===== config.mk =====
export PLATFORM = sky130hd
export DESIGN_NAME = bpbc_divider
export DESIGN_NICKNAME = d
export VERILOG_FILES = /design/src/rtl/bpbc_pkg.sv /design/src/rtl/bpbc_divider.sv
export SDC_FILE = /design/constraint.sdc
export NUM_CORES = 1
export LEC_CHECK = 0
export BUFFER_PORTS_ARGS = -buffer_cell sky130_fd_sc_hd__buf_2
export CAP_MARGIN = 20
export CORE_MARGIN = 5
export CORE_UTILIZATION = 62
export DETAILED_ROUTE_END_ITERATION = 10
export PLACE_DENSITY = 0.86
export SYNTH_ARGS = -nofsm -noshare
export SYNTH_HDL_FRONTEND = slang
export SYNTH_SLANG_ARGS = --single-unit

===== constraint.sdc =====
create_clock -name clk -period 22.4 [get_ports clk]
set_input_delay 2.24 -clock clk [delete_from_list [all_inputs] [get_ports clk]]
set_output_delay 2.24 -clock clk [all_outputs]
set_load 0.02 [all_outputs]

===== src/rtl/bpbc_pkg.sv =====
`default_nettype none
package bpbc_pkg;
  localparam int CHANNELS = 8;
  localparam int SYMS = 5;
  localparam int ENTRIES = CHANNELS * SYMS * SYMS;
  localparam int ADDR_BITS = 8;
  localparam int DEF_COUNT_BITS = 32;
  localparam int DEF_FRACTION_BITS = 16;
  localparam logic [15:0] WARMUP_RESET = 16'd200;
  localparam logic [2:0] PRIOR_RESET = 3'd2;
  localparam logic [15:0] PAIR_MAX = 16'hFFFF;

  function automatic logic [ADDR_BITS-1:0] entry_addr(input logic [2:0] ch,
      input logic [2:0] row, input logic [2:0] col);
    entry_addr = ADDR_BITS'(ch * 25 + row * 5 + col);
  endfunction
endpackage
`default_nettype wire


===== src/rtl/bpbc_divider.sv =====
`default_nettype none
module bpbc_divider
  import bpbc_pkg::*;
#(
  parameter int NUM_BITS = 48,
  parameter int DEN_BITS = 35
) (
  input  wire logic                clk,
  input  wire logic                rst,
  input  wire logic                start,
  input  wire logic [NUM_BITS-1:0] num,
  input  wire logic [DEN_BITS-1:0] den,
  output logic                     done,
  output logic [NUM_BITS-1:0]      quo
);
  localparam int CNT_BITS = $clog2(NUM_BITS + 1);
  logic [NUM_BITS-1:0] n;
  logic [DEN_BITS-1:0] d;
  logic [DEN_BITS:0] rem;
  logic [CNT_BITS-1:0] cnt;
  logic busy;
  logic [DEN_BITS:0] trial;

  always_comb begin
    trial = {rem[DEN_BITS-1:0], n[NUM_BITS-1]};
  end

  always_ff @(posedge clk) begin
    done <= 1'b0;
    if (rst) begin
      busy <= 1'b0;
      cnt <= '0;
    end else if (start) begin
      busy <= 1'b1;
      n <= num;
      d <= den;
      rem <= '0;
      quo <= '0;
      cnt <= CNT_BITS'(NUM_BITS);
    end else if (busy) begin
      n <= {n[NUM_BITS-2:0], 1'b0};
      if (trial >= {1'b0, d}) begin
        rem <= trial - {1'b0, d};
        quo <= {quo[NUM_BITS-2:0], 1'b1};
      end else begin
        rem <= trial;
        quo <= {quo[NUM_BITS-2:0], 1'b0};
      end
      cnt <= cnt - 1'b1;
      if (cnt == CNT_BITS'(1)) begin
        busy <= 1'b0;
        done <= 1'b1;
      end
    end
  end
endmodule
`default_nettype wire


==> impl_metrics.env <==
export IMPL_crit_slowest_cell="nor2_2"
export IMPL_rsz0062_at_grt="no"
export IMPL_synth_cell_types=62
export IMPL_placed_area_sq_um=9630
export IMPL_clkTransAtPathRegs_ns=0.07
export IMPL_finalInstanceArea_sq_um=10300
export IMPL_layout_drive_gt1_share=0.267
export IMPL_cts_resized=0
export IMPL_slew_violations=0
export IMPL_num_vias=6257
export IMPL_synth_main_ff_cell="edfxtp_1"
export IMPL_firstDrtPassIters=6
export IMPL_initial_core_util=0.634
export IMPL_ys_warn_count=0
export IMPL_area_growth_synth_to_final_pct=16.7
export IMPL_worst_ep_required_time_ns=22.52
export IMPL_grt_overflow_total=0
export IMPL_crit_type="primary input to register"
export IMPL_vias_per_cell=5.90
export IMPL_nets=991
export IMPL_final_common_cell="edfxtp_1"
export IMPL_min_path_cells=2
export IMPL_die_h_um=129
export IMPL_n_antenna_cell=0
export IMPL_fin_cells=1060
export IMPL_post_route_period_util=0.196
export IMPL_tns_ns=0
export IMPL_hp_class="register to register"
export IMPL_worstPathCellList="buf_4 > clkinv_1 > nor2_2 > buf_4"
export IMPL_cts_tree="yes"
export IMPL_drt_iter0_drc=541
export IMPL_fp_dieW_um=129
export IMPL_fmax_mhz=228
export IMPL_crit_buf_inv=3
export IMPL_drc=0
export IMPL_status="completed"
export IMPL_pin_count=135
export IMPL_fin_util=0.740
export IMPL_wl_per_cell_um=18.3
export IMPL_synth_nets=858
export IMPL_final_seq_area_sq_um=5140
export IMPL_crit_path_max_incr_delay_ns=0.86
export IMPL_r2r_cells=12
export IMPL_cts_buffers_inserted=17
export IMPL_leakagePower_nw=4.14
export IMPL_ir_drop_mv=0.0587
export IMPL_path_depth=4
export IMPL_cts_sinks=174
export IMPL_wl_um=19400
export IMPL_ant_nets=0
export IMPL_netlist_area_leader_share=0.567
export IMPL_synth_edf_count=166
export IMPL_path_delay_family="buffers and inverters"
export IMPL_yosys_register_bits=174
export IMPL_cp_common_cell="buf_4"
export IMPL_clock_skew_ns=0.0163
export IMPL_pwr_density_cell_nw_per_um2=86.6
export IMPL_num_rows=43
export IMPL_cts_setup_buffers=0
export IMPL_arrival_ns=4.50
export IMPL_hold_buffers=0
export IMPL_p_sw_mw=0.247
export IMPL_synth_area_leader_cell="edfxtp_1"
export IMPL_synthTopCellsByArea="edfxtp_1, mux2_2, ha_1, a21oi_1, nor2b_1"
export IMPL_core_area_sq_um=13900
export IMPL_clockRootBuffer="clkbuf_16"
export IMPL_antenna_found_initial=1
export IMPL_p_int_mw=0.642
export IMPL_critical_path_max_fanout=56
export IMPL_layout_common_cells="edfxtp_1, buf_2, nand2_1"
export IMPL_pwr_share_seq=0.449
export IMPL_worstMarginPinSlew_ns=0.967
export IMPL_portBuffers=134
export IMPL_grt_max_degree=83
export IMPL_dp_cells=1028
export IMPL_maxCapViolations=0
export IMPL_syn_avg_cell_area_sq_um=12.0
export IMPL_grtUsageTotal=0.236
export IMPL_clkPwrFrac=0.356
export IMPL_combPwrFrac=0.195
export IMPL_netlist_instances=734
export IMPL_period_needed_ns=4.38
export IMPL_ys_async_sr_fraction=0
export IMPL_multiInputGateArea_sq_um=3400
export IMPL_grt_pass1_wl_um=30700
export IMPL_switching_share=0.277
export IMPL_first_global_vias=6354
export IMPL_cp_start_kind="primary input"
export IMPL_synth_seq_area_share=0.585
export IMPL_hold_ws_ns=0.515
export IMPL_hold_viol_final=0
export IMPL_clk_latency_ns=0.44
export IMPL_dp_hpwl_um=13100
export IMPL_finalWeightedCongestion=0.972
export IMPL_cp_end_kind="register"
export IMPL_fillers=900
export IMPL_syn_cell_area_sq_um=8800
export IMPL_cts_htree_levels=4
export IMPL_die_area_sq_um=16700
export IMPL_relSlewSlack=0.354
export IMPL_setup_viol=0
export IMPL_clk_path_buf_depth=2
final timing paths:
| path | startpoint | end | slack, ns |
|---|---|---|---|
| setup / recovery | start | d[1] | 18.02 |
| hold / removal | cnt[1] | cnt[1] | 0.52 |
| setup reg to reg | n[47] | rem[32] | 18.94 |
| hold reg to reg | cnt[1] | cnt[1] | 0.52 |
logic make-up after synthesis:
logic type,after synthesis,synth area share
xor gates and xnor gates,33,0.0328
buffers and inverters,67,0.0304
DFF,174,0.585
and+or+nand+nor,225,0.128
muxes,47,0.0602
adders and majority gates,38,0.0549
AOI/OAI and AO/OA,150,0.109
state kept, by name (all words and copies together) (netlist names):
register  cells
cnt           6
d            35
n            48
rem          35
busy          1
quo          48
done          1
tightest hold or removal path, delay by kind of cell, from the launching register on:
| family | cells | cell delay, ns |
|---|---|---|
| and+or+nand+nor | 1 | 0.08 |
| DFF | 1 | 0.32 |
| AOI/OAI and AO/OA | 1 | 0.06 |
metal layers:
layer | global-route usage | share of wire | vias to the layer above
met3 | 0.0709 | 0.075 | 36
met4 | 0.0741 | 0.019 | 2
met5 | 0 | 0.00067 | -
met1 | 0.285 | 0.40 | 2981
met2 | 0.409 | 0.51 | 297
li1 | - | - | 2941
stage by stage:
stage,setup WS [ns],total power [mW]
global route,17.83,0.926
finish,18.02,0.889
global placement,17.69,0.565
detailed placement,17.54,0.573
CTS,17.99,0.890
floorplan,13.55,0.533
power groups by stage:
stage               sequential (mW)  combinational (mW)  clock (mW)
CTS                           0.399               0.172       0.319
floorplan                     0.411               0.123           0
global route                  0.401               0.191       0.334
finish                        0.399               0.173       0.317
global placement              0.404               0.161           0
detailed placement            0.405               0.168           0
final cells by class:
class,instances,area share
multi-input cells,493,0.331
clock inverters,12,0.0174
well taps,180,0.0219
inverters,42,0.0154
clock buffers,20,0.0445
repair buffers,139,0.0692
flip-flops and latches,174,0.501
cell usage after synthesis (all sizes together), types with 2 or more instances:
cell type  count
xor2          10
inv           41
o31ai          4
o211ai         4
nor2b         51
or3            3
o21bai         4
ha            37
nor2          38
buf            7
xnor2         23
nand2         76
nand3         13
nor3          10
nor4           3
and2           6
a2111oi        3
edfxtp       166
nand2b         4
dfxtp          8
o21a           2
and3           7
a21oi         70
a31oi          4
nand4          7
o21ai         21
a21o          18
a211oi        13
clkbuf        18
mux2          47
No activity file was read; power rests on OpenSTA's default activity.
